==> src/rtl/core/twk_pkg.sv <==
// Shared constants, types and codes for the timed wakeup slot block.
package twk_pkg;

    localparam int SLOTS        = 8;
    localparam int SLOT_IDX_W   = (SLOTS > 1) ? $clog2(SLOTS) : 1;
    localparam int DELAY_BITS   = 16;
    localparam int EVENT_W      = 16;
    localparam int DELAY_IN_W   = 16;

    localparam int MAX_RESULTS  = 8;
    localparam int RES_IDX_W    = $clog2(MAX_RESULTS);
    localparam int RES_CNT_W    = $clog2(MAX_RESULTS + 1);

    localparam int TPS_W        = 6;
    localparam logic [TPS_W-1:0] TPS_RESET = 6'd60;

    localparam int SEC_W        = 6;
    localparam int MIN_W        = 6;
    localparam int HOUR_W       = 7;
    localparam logic [SEC_W-1:0]  SEC_LAST  = 6'd59;
    localparam logic [MIN_W-1:0]  MIN_LAST  = 6'd59;
    localparam logic [HOUR_W-1:0] HOUR_LAST = 7'd99;

    localparam int IN_DATA_W    = 32;
    localparam int OUT_DATA_W   = 40;

    localparam logic KIND_TICK    = 1'b0;
    localparam logic KIND_ENQUEUE = 1'b1;

    typedef enum logic [2:0] {
        SLOT_NOP,
        SLOT_FILL,
        SLOT_DEC,
        SLOT_FREE,
        SLOT_RETRY
    } slot_op_t;

    typedef struct packed {
        slot_op_t                op;
        logic [SLOT_IDX_W-1:0]   idx;
        logic [EVENT_W-1:0]      event_id;
        logic [DELAY_BITS-1:0]   delay;
    } slot_cmd_t;

    typedef struct packed {
        logic                    busy;
        logic [EVENT_W-1:0]      event_id;
        logic                    dec_zero;
    } slot_stat_t;

    typedef enum logic [1:0] {
        ST_IDLE,
        ST_ENQ_SCAN,
        ST_TICK_SCAN,
        ST_EMIT
    } seq_state_t;

endpackage

==> src/rtl/core/timed_wakeup_slots_with_clock.sv <==
// Top level: item sequencer, wakeup result buffer and output register.
//
// Usage: items enter on the s_axis channel. tuser selects a tick (0) or an enqueue (1);
// tdata carries the delay in seconds and the event id. Every item yields one or more
// result items on m_axis: an enqueue gives one result telling whether a slot was taken;
// a tick gives one result per event that expired on it, in slot order, or a single
// empty result if none did. tlast marks the final result of each input item, and every
// result shows the clock as it stands after that item. The user writes ticks_per_second
// through cfg_wr_en / cfg_wr_data only while the block is idle; nothing enforces this.
// Timing: the sequencer walks the slot table one slot per cycle through one shared
// decrement-and-compare unit. An enqueue scans up to the first free slot, then loads
// its result; an enqueue with event 0 and a tick that does not complete a second go
// straight to the result. A tick that completes a second scans all 8 slots, then loads
// one result per cycle while the output register can take it. s_tready is high only
// between items.
// Reset: all slots free, clock 00:00:00, prescaler at zero, ticks_per_second = 60.
// Stalls: results wait in the output register while m_tready is low; the next input
// item may be accepted while the final result of the previous one still waits there.
module timed_wakeup_slots_with_clock (
    input  logic                                clk,
    input  logic                                rst_n,
    input  logic                                cfg_wr_en,
    input  logic [twk_pkg::TPS_W-1:0]           cfg_wr_data,
    input  logic                                s_tvalid,
    output logic                                s_tready,
    // tdata: delay_seconds [15:0], event_id [31:16]
    input  logic [twk_pkg::IN_DATA_W-1:0]       s_tdata,
    // tuser: kind [0]
    input  logic                                s_tuser,
    output logic                                m_tvalid,
    input  logic                                m_tready,
    // tdata: wake_event [15:0], accepted [16], clock_hours [23:17],
    // clock_minutes [29:24], clock_seconds [35:30], zero [39:36]
    output logic [twk_pkg::OUT_DATA_W-1:0]      m_tdata,
    // tuser: wake_valid [0]
    output logic                                m_tuser,
    output logic                                m_tlast
);

    twk_pkg::seq_state_t               state_reg, state_next;
    logic [twk_pkg::SLOT_IDX_W-1:0]    idx_reg, idx_next;
    logic [twk_pkg::RES_CNT_W-1:0]     n_reg, n_next;
    logic [twk_pkg::RES_IDX_W-1:0]     out_idx_reg, out_idx_next;
    logic                              acc_reg, acc_next;
    logic [twk_pkg::EVENT_W-1:0]       ev_reg;
    logic [twk_pkg::DELAY_BITS-1:0]    delay_reg;
    logic [twk_pkg::EVENT_W-1:0]       woke_reg [twk_pkg::MAX_RESULTS];
    logic                              woke_we;

    logic                              m_tvalid_reg;
    logic [twk_pkg::OUT_DATA_W-1:0]    m_tdata_reg;
    logic                              m_tuser_reg;
    logic                              m_tlast_reg;
    logic                              out_load;
    logic                              out_free;
    logic                              out_last;
    logic                              out_wake;
    logic [twk_pkg::EVENT_W-1:0]       out_event;

    logic                              in_accept;
    logic                              is_tick;
    logic                              sec_done;
    logic [twk_pkg::HOUR_W-1:0]        hours;
    logic [twk_pkg::MIN_W-1:0]         minutes;
    logic [twk_pkg::SEC_W-1:0]         seconds;
    logic [twk_pkg::EVENT_W-1:0]       in_event;
    logic [twk_pkg::DELAY_IN_W-1:0]    in_delay;
    logic                              last_slot;

    twk_pkg::slot_cmd_t                slot_cmd;
    twk_pkg::slot_stat_t               slot_stat;

    assign s_tready  = (state_reg == twk_pkg::ST_IDLE);
    assign in_accept = s_tvalid && s_tready;
    assign is_tick   = (s_tuser == twk_pkg::KIND_TICK);
    assign in_delay  = s_tdata[twk_pkg::DELAY_IN_W-1:0];
    assign in_event  = s_tdata[twk_pkg::DELAY_IN_W +: twk_pkg::EVENT_W];
    assign last_slot = (idx_reg == twk_pkg::SLOT_IDX_W'(twk_pkg::SLOTS - 1));
    assign out_free  = !m_tvalid_reg || m_tready;

    twk_rtc u_rtc (
        .clk         (clk),
        .rst_n       (rst_n),
        .cfg_wr_en   (cfg_wr_en),
        .cfg_wr_data (cfg_wr_data),
        .tick        (in_accept && is_tick),
        .sec_done    (sec_done),
        .hours       (hours),
        .minutes     (minutes),
        .seconds     (seconds)
    );

    twk_slot_table u_slots (
        .clk   (clk),
        .rst_n (rst_n),
        .cmd   (slot_cmd),
        .stat  (slot_stat)
    );

    always_ff @(posedge clk or negedge rst_n)
    begin
        if (!rst_n)
        begin
            state_reg   <= twk_pkg::ST_IDLE;
            idx_reg     <= '0;
            n_reg       <= '0;
            out_idx_reg <= '0;
            acc_reg     <= 1'b0;
        end
        else
        begin
            state_reg   <= state_next;
            idx_reg     <= idx_next;
            n_reg       <= n_next;
            out_idx_reg <= out_idx_next;
            acc_reg     <= acc_next;
        end
    end

    always_ff @(posedge clk)
    begin
        if (in_accept)
        begin
            ev_reg    <= in_event;
            delay_reg <= twk_pkg::DELAY_BITS'(in_delay);
        end
        if (woke_we)
        begin
            woke_reg[n_reg[twk_pkg::RES_IDX_W-1:0]] <= slot_stat.event_id;
        end
    end

    always_comb
    begin
        state_next       = state_reg;
        idx_next         = idx_reg;
        n_next           = n_reg;
        out_idx_next     = out_idx_reg;
        acc_next         = acc_reg;
        woke_we          = 1'b0;
        out_load         = 1'b0;
        slot_cmd.op      = twk_pkg::SLOT_NOP;
        slot_cmd.idx     = idx_reg;
        slot_cmd.event_id = ev_reg;
        // A zero delay is stored as one second.
        slot_cmd.delay   = (delay_reg == '0) ? twk_pkg::DELAY_BITS'(1) : delay_reg;

        out_last  = (n_reg == '0) ||
                    (twk_pkg::RES_CNT_W'(out_idx_reg) == n_reg - twk_pkg::RES_CNT_W'(1));
        out_wake  = (n_reg != '0);
        out_event = out_wake ? woke_reg[out_idx_reg] : '0;

        unique case (state_reg)
            twk_pkg::ST_IDLE:
            begin
                if (in_accept)
                begin
                    idx_next     = '0;
                    n_next       = '0;
                    out_idx_next = '0;
                    acc_next     = 1'b0;
                    if (!is_tick)
                    begin
                        state_next = (in_event == '0) ? twk_pkg::ST_EMIT :
                                                        twk_pkg::ST_ENQ_SCAN;
                    end
                    else
                    begin
                        state_next = sec_done ? twk_pkg::ST_TICK_SCAN : twk_pkg::ST_EMIT;
                    end
                end
            end
            twk_pkg::ST_ENQ_SCAN:
            begin
                if (!slot_stat.busy)
                begin
                    slot_cmd.op = twk_pkg::SLOT_FILL;
                    acc_next    = 1'b1;
                    state_next  = twk_pkg::ST_EMIT;
                end
                else if (last_slot)
                begin
                    state_next = twk_pkg::ST_EMIT;
                end
                else
                begin
                    idx_next = idx_reg + twk_pkg::SLOT_IDX_W'(1);
                end
            end
            twk_pkg::ST_TICK_SCAN:
            begin
                if (slot_stat.busy)
                begin
                    if (!slot_stat.dec_zero)
                    begin
                        slot_cmd.op = twk_pkg::SLOT_DEC;
                    end
                    else if (n_reg < twk_pkg::RES_CNT_W'(twk_pkg::MAX_RESULTS))
                    begin
                        slot_cmd.op = twk_pkg::SLOT_FREE;
                        woke_we     = 1'b1;
                        n_next      = n_reg + twk_pkg::RES_CNT_W'(1);
                    end
                    else
                    begin
                        // Result buffer is full: this slot expires at the next second.
                        slot_cmd.op = twk_pkg::SLOT_RETRY;
                    end
                end
                if (last_slot)
                begin
                    state_next = twk_pkg::ST_EMIT;
                end
                else
                begin
                    idx_next = idx_reg + twk_pkg::SLOT_IDX_W'(1);
                end
            end
            twk_pkg::ST_EMIT:
            begin
                if (out_free)
                begin
                    out_load = 1'b1;
                    if (out_last)
                    begin
                        state_next   = twk_pkg::ST_IDLE;
                        out_idx_next = '0;
                    end
                    else
                    begin
                        out_idx_next = out_idx_reg + twk_pkg::RES_IDX_W'(1);
                    end
                end
            end
            default:
            begin
                state_next = twk_pkg::ST_IDLE;
            end
        endcase
    end

    always_ff @(posedge clk or negedge rst_n)
    begin
        if (!rst_n)
        begin
            m_tvalid_reg <= 1'b0;
        end
        else if (out_load)
        begin
            m_tvalid_reg <= 1'b1;
        end
        else if (m_tready)
        begin
            m_tvalid_reg <= 1'b0;
        end
    end

    always_ff @(posedge clk)
    begin
        if (out_load)
        begin
            m_tdata_reg <= {4'b0000, seconds, minutes, hours, acc_reg, out_event};
            m_tuser_reg <= out_wake;
            m_tlast_reg <= out_last;
        end
    end

    assign m_tvalid = m_tvalid_reg;
    assign m_tdata  = m_tdata_reg;
    assign m_tuser  = m_tuser_reg;
    assign m_tlast  = m_tlast_reg;

endmodule

==> src/rtl/core/twk_slot_table.sv <==
// Slot table with the shared decrement-and-compare unit that serves one slot per cycle.
module twk_slot_table (
    input  logic                clk,
    input  logic                rst_n,
    input  twk_pkg::slot_cmd_t  cmd,
    output twk_pkg::slot_stat_t stat
);

    logic [twk_pkg::EVENT_W-1:0]    slot_event_reg [twk_pkg::SLOTS];
    logic [twk_pkg::DELAY_BITS-1:0] slot_remaining_reg [twk_pkg::SLOTS];
    logic [twk_pkg::DELAY_BITS-1:0] rem_dec;

    // The one decrementer in the block; it works on the slot the sequencer points at.
    assign rem_dec = slot_remaining_reg[cmd.idx] - twk_pkg::DELAY_BITS'(1);

    assign stat.event_id = slot_event_reg[cmd.idx];
    assign stat.busy     = (slot_event_reg[cmd.idx] != '0);
    assign stat.dec_zero = (rem_dec == '0);

    always_ff @(posedge clk or negedge rst_n)
    begin
        if (!rst_n)
        begin
            for (int i = 0; i < twk_pkg::SLOTS; i++)
            begin
                slot_event_reg[i] <= '0;
            end
        end
        else
        begin
            unique case (cmd.op)
                twk_pkg::SLOT_FILL: slot_event_reg[cmd.idx] <= cmd.event_id;
                twk_pkg::SLOT_FREE: slot_event_reg[cmd.idx] <= '0;
                default: ;
            endcase
        end
    end

    always_ff @(posedge clk)
    begin
        unique case (cmd.op)
            twk_pkg::SLOT_FILL:  slot_remaining_reg[cmd.idx] <= cmd.delay;
            twk_pkg::SLOT_DEC:   slot_remaining_reg[cmd.idx] <= rem_dec;
            twk_pkg::SLOT_RETRY: slot_remaining_reg[cmd.idx] <= twk_pkg::DELAY_BITS'(1);
            default: ;
        endcase
    end

endmodule

==> src/rtl/core/twk_rtc.sv <==
// Tick prescaler and the seconds, minutes and hours counters of the time-of-day clock.
module twk_rtc (
    input  logic                       clk,
    input  logic                       rst_n,
    input  logic                       cfg_wr_en,
    input  logic [twk_pkg::TPS_W-1:0]  cfg_wr_data,
    input  logic                       tick,
    output logic                       sec_done,
    output logic [twk_pkg::HOUR_W-1:0] hours,
    output logic [twk_pkg::MIN_W-1:0]  minutes,
    output logic [twk_pkg::SEC_W-1:0]  seconds
);

    logic [twk_pkg::TPS_W-1:0]  tps_reg;
    logic [twk_pkg::TPS_W-1:0]  tick_count_reg;
    logic [twk_pkg::TPS_W-1:0]  tick_count_next;
    logic [twk_pkg::SEC_W-1:0]  sec_reg;
    logic [twk_pkg::MIN_W-1:0]  min_reg;
    logic [twk_pkg::HOUR_W-1:0] hour_reg;

    // A setting of zero compares true on every tick, so it acts like one.
    assign tick_count_next = tick_count_reg + twk_pkg::TPS_W'(1);
    assign sec_done        = tick && (tick_count_next >= tps_reg);

    assign hours   = hour_reg;
    assign minutes = min_reg;
    assign seconds = sec_reg;

    always_ff @(posedge clk or negedge rst_n)
    begin
        if (!rst_n)
        begin
            tps_reg <= twk_pkg::TPS_RESET;
        end
        else if (cfg_wr_en)
        begin
            tps_reg <= cfg_wr_data;
        end
    end

    always_ff @(posedge clk or negedge rst_n)
    begin
        if (!rst_n)
        begin
            tick_count_reg <= '0;
            sec_reg        <= '0;
            min_reg        <= '0;
            hour_reg       <= '0;
        end
        else if (tick)
        begin
            if (!sec_done)
            begin
                tick_count_reg <= tick_count_next;
            end
            else
            begin
                tick_count_reg <= '0;
                if (sec_reg != twk_pkg::SEC_LAST)
                begin
                    sec_reg <= sec_reg + twk_pkg::SEC_W'(1);
                end
                else
                begin
                    sec_reg <= '0;
                    if (min_reg != twk_pkg::MIN_LAST)
                    begin
                        min_reg <= min_reg + twk_pkg::MIN_W'(1);
                    end
                    else
                    begin
                        min_reg  <= '0;
                        hour_reg <= (hour_reg == twk_pkg::HOUR_LAST) ? '0 :
                                    hour_reg + twk_pkg::HOUR_W'(1);
                    end
                end
            end
        end
    end

endmodule
==> config.mk <==
export PLATFORM = sky130hd
export DESIGN_NAME = timed_wakeup_slots_with_clock
export DESIGN_NICKNAME = d
export VERILOG_FILES = /design/src/rtl/core/twk_pkg.sv /design/src/rtl/core/timed_wakeup_slots_with_clock.sv /design/src/rtl/core/twk_slot_table.sv /design/src/rtl/core/twk_rtc.sv
export SDC_FILE = /design/constraint.sdc
export NUM_CORES = 1
export LEC_CHECK = 0
export ABC_AREA = 1
export BUFFER_PORTS_ARGS = -buffer_cell sky130_fd_sc_hd__buf_2
export CORE_MARGIN = 10
export CORE_UTILIZATION = 45
export DETAILED_ROUTE_END_ITERATION = 16
export PLACE_DENSITY = 0.61
export SYNTH_ARGS = -nofsm -noshare
export SYNTH_HDL_FRONTEND = slang
export SYNTH_SLANG_ARGS = --single-unit
export TNS_END_PERCENT = 20
==> constraint.sdc <==
create_clock -name clk -period 10.6 [get_ports clk]
set_input_delay 2.12 -clock clk [delete_from_list [all_inputs] [get_ports clk]]
set_output_delay 2.12 -clock clk [all_outputs]
set_load 0.02 [all_outputs]
==> flow_summary.json <==
{
  "hpwl_um": 33690,
  "max_slew.worst_pin.slew_ns": 1.223,
  "p_leak_nw": 10.33,
  "fin_crit_ns": 5.989,
  "syn_area_per_cell_um2": 10.05,
  "ir_drop_uv": 154.1,
  "hp-start": "u_rtc.seconds[2]$_DFFE_PN0P_",
  "clock-sinks": 499,
  "min_path_cells": 0,
  "gp_congestion": 0.8274,
  "path_clk_slew_ns": 0.06,
  "worst_setup_path_end_kind": "flip-flop",
  "async_reset_ff_frac": 0.3467,
  "ios": 88,
  "post_cts_resized": 0,
  "synth_edf_count": 326,
  "ant_nets": 0,
  "synth_ff_type": "edfxtp_1",
  "layout.nets": 2319,
  "final_common_cell": "nand2_1",
  "worstPathMaxFanout": 54,
  "r2r_end": "u_slots.slot_remaining_reg[3][2]$_DFFE_PP_",
  "finalSetupTns_ns": 0,
  "p_switching_w": 0.002455,
  "route.detailed.drc": 0,
  "dieArea_um2": 58010,
  "p_total_w": 0.006668,
  "synth_warnings": 0,
  "cts_tree": "done",
  "drt-vias-per-instance": 5.343,
  "clock.fmax_mhz": 167.0,
  "final_cell_mix": "nand2_1 (586), edfxtp_1 (326), nor2_1 (197)",
  "slew_headroom": 0.1837,
  "worst-r2r-cell-count": 20,
  "clk-insertion-delay-late_ns": 0.61,
  "final_max_slew_viol_count": 0,
  "synthCells": 2185,
  "grt_max_degree": 100,
  "ys_types": 47,
  "cts_setup_buffers": 0,
  "pwr-share-comb": 0.313,
  "fin_skew_ns": 0.02281,
  "initial_utilization": 0.4578,
  "rows": 80,
  "drt_iter0_drc": 1318,
  "numPortBuffers": 83,
  "die_x_um": 240.9,
  "drive_above_1_share": 0.1084,
  "outcome": "completed",
  "n_antenna_cell": 0,
  "area_growth_pct": 11.95,
  "cp-start-kind": "flip-flop",
  "cts-hold-fix-buffers": 0,
  "maxCapViolations": 0,
  "dp_cells": 2816,
  "period_share": 0.5650,
  "first_global_vias": 14790,
  "totalWireLength_um": 53390,
  "power_density_nw_per_um2": 271.4,
  "antenna_found_initial": 0,
  "clock_path_buffers": 3,
  "drtPass1Iterations": 7,
  "grt_util_all_layers": 0.1827,
  "setup_viol": 0,
  "numCtsBuffers": 51,
  "seq_area_frac_synth": 0.6434,
  "grt_first_pass_wirelength_um": 83310,
  "required_ns": 10.91,
  "root_buffer": "clkbuf_16",
  "routedWlPerCell_um": 18.34,
  "min_to": "m_tdata[32]$_DFFE_PP_",
  "vias": 15550,
  "hold_viol_final": 0,
  "final_cell_count_no_fill": 2911,
  "htreeDepth": 2,
  "pwr-share-clk": 0.268,
  "syn_area_um2": 21950,
  "seqPwrFrac": 0.420,
  "r2r_start": "idx_reg[0]$_DFFE_PN0P_",
  "ff2ff_setup_slack_ns": 4.61,
  "cp.arrival_ns": 6.29,
  "path_class": "flip-flop to flip-flop",
  "final_util": 0.5125,
  "grt-ovfl-total": 0,
  "rsz0062_at_grt": "false",
  "worstSetupStartpoint": "idx_reg[0]$_DFFE_PN0P_",
  "hold_class": "flip-flop to flip-flop",
  "p_sw_frac": 0.3682,
  "die_height_um": 240.9,
  "synth-seq-cells": 499,
  "coreArea_um2": 47950,
  "p_int_w": 0.004213
}
## cell usage after synthesis (all sizes together) (6+ instances only)
library cell | n | share of area
nand2 | 600 | 0.11
edfxtp | 326 | 0.45
o21ai | 266 | 0.061
nor2 | 215 | 0.040
inv | 188 | 0.032
dfrtp | 169 | 0.19
nand3 | 116 | 0.030
a21oi | 60 | 0.014
buf | 55 | 0.016
clkbuf | 44 | 0.0076
ha | 21 | 0.012
o22ai | 19 | 0.0054
nand4 | 17 | 0.0051
a31oi | 16 | 0.0046
xor2 | 10 | 0.0040
nor3 | 9 | 0.0021
nor4 | 9 | 0.0026
or2 | 9 | 0.0026
o211ai | 6 | 0.0021
## area by class of cell
type                    instances  area (µm²)
fillers                      4260       23370
flip-flops and latches        499       14130
multi-input cells            1401        6630
clock buffers                  77        1454
well taps                     615       769.5
inverters                     189       710.7
repair buffers                112       639.4
clock inverters                18       240.2
## worst max path at each step
stage	depth (start not counted)	slack, ns	to
floorplan	2	6.12	m_tdata[0]$_SDFFCE_PP0P_
global placement	19	4.80	u_slots.slot_remaining_reg[1][9]$_DFFE_PP_
detailed placement	20	4.65	u_slots.slot_remaining_reg[3][11]$_DFFE_PP_
CTS	20	4.62	u_slots.slot_remaining_reg[3][2]$_DFFE_PP_
global route	20	4.13	u_slots.slot_remaining_reg[3][2]$_DFFE_PP_
finish	20	4.61	u_slots.slot_remaining_reg[3][2]$_DFFE_PP_
## power by group through the flow
stage	Clock [W]	Sequential (W)	Combinational, W
after global routing	0.00190	0.00283	0.00235
after CTS	0.00182	0.00280	0.00208
after floorplan	0	0.00283	0.00147
after detailed placement	0	0.00283	0.00208
after global placement	0	0.00282	0.00204
final	0.00179	0.00280	0.00208
## critical path: stages (launching register included)
cell and delay (ns):
dfrtp_4 0.60, inv_2 0.71, buf_4 0.61, nand2_1 0.11, nand3_1 0.09, nand2_1 0.06, nor2_1 0.22, ha_1 0.21
nand3_1 0.21, nor2_4 0.21, o21ai_1 0.09, nand2_1 0.10, nand3_1 0.09, nor2_2 0.16, nand4_2 0.19, nand2_4 0.32
nand2_4 0.28, nand2_1 0.19, nand2_4 0.10, nor2_1 0.72, buf_4 0.35
## metal layers
layer,GRT usage,part of all wire,vias to the layer above
li1,-,-,7462
met1,0.2546,0.45,7545
met2,0.2906,0.46,474
met3,0.03490,0.073,73
met4,0.04382,0.018,0
met5,0,0,-
## kinds of logic after synthesis
logic type | share of synthesized area
buffers and inverters | 0.05586
muxes | 0.0005130
DFF | 0.6434
adders and majority gates | 0.01197
xor gates and xnor gates | 0.004788
AOI/OAI and AO/OA | 0.09081
other | 0.0001708
and+or+nand+nor | 0.1924
## stage by stage
stage | setup slack, ns | hold WS [ns] | area (µm²)
final | 4.611 | 0.4422 | 24570
after CTS | 4.619 | 0.4451 | 24570
after global placement | 4.800 | 0.4432 | 22880
after detailed placement | 4.655 | 0.4326 | 22880
after floorplan | 6.120 | 0.4186 | 21960
after global routing | 4.128 | 0.4701 | 24570
No activity file was read; power rests on OpenSTA's default activity.
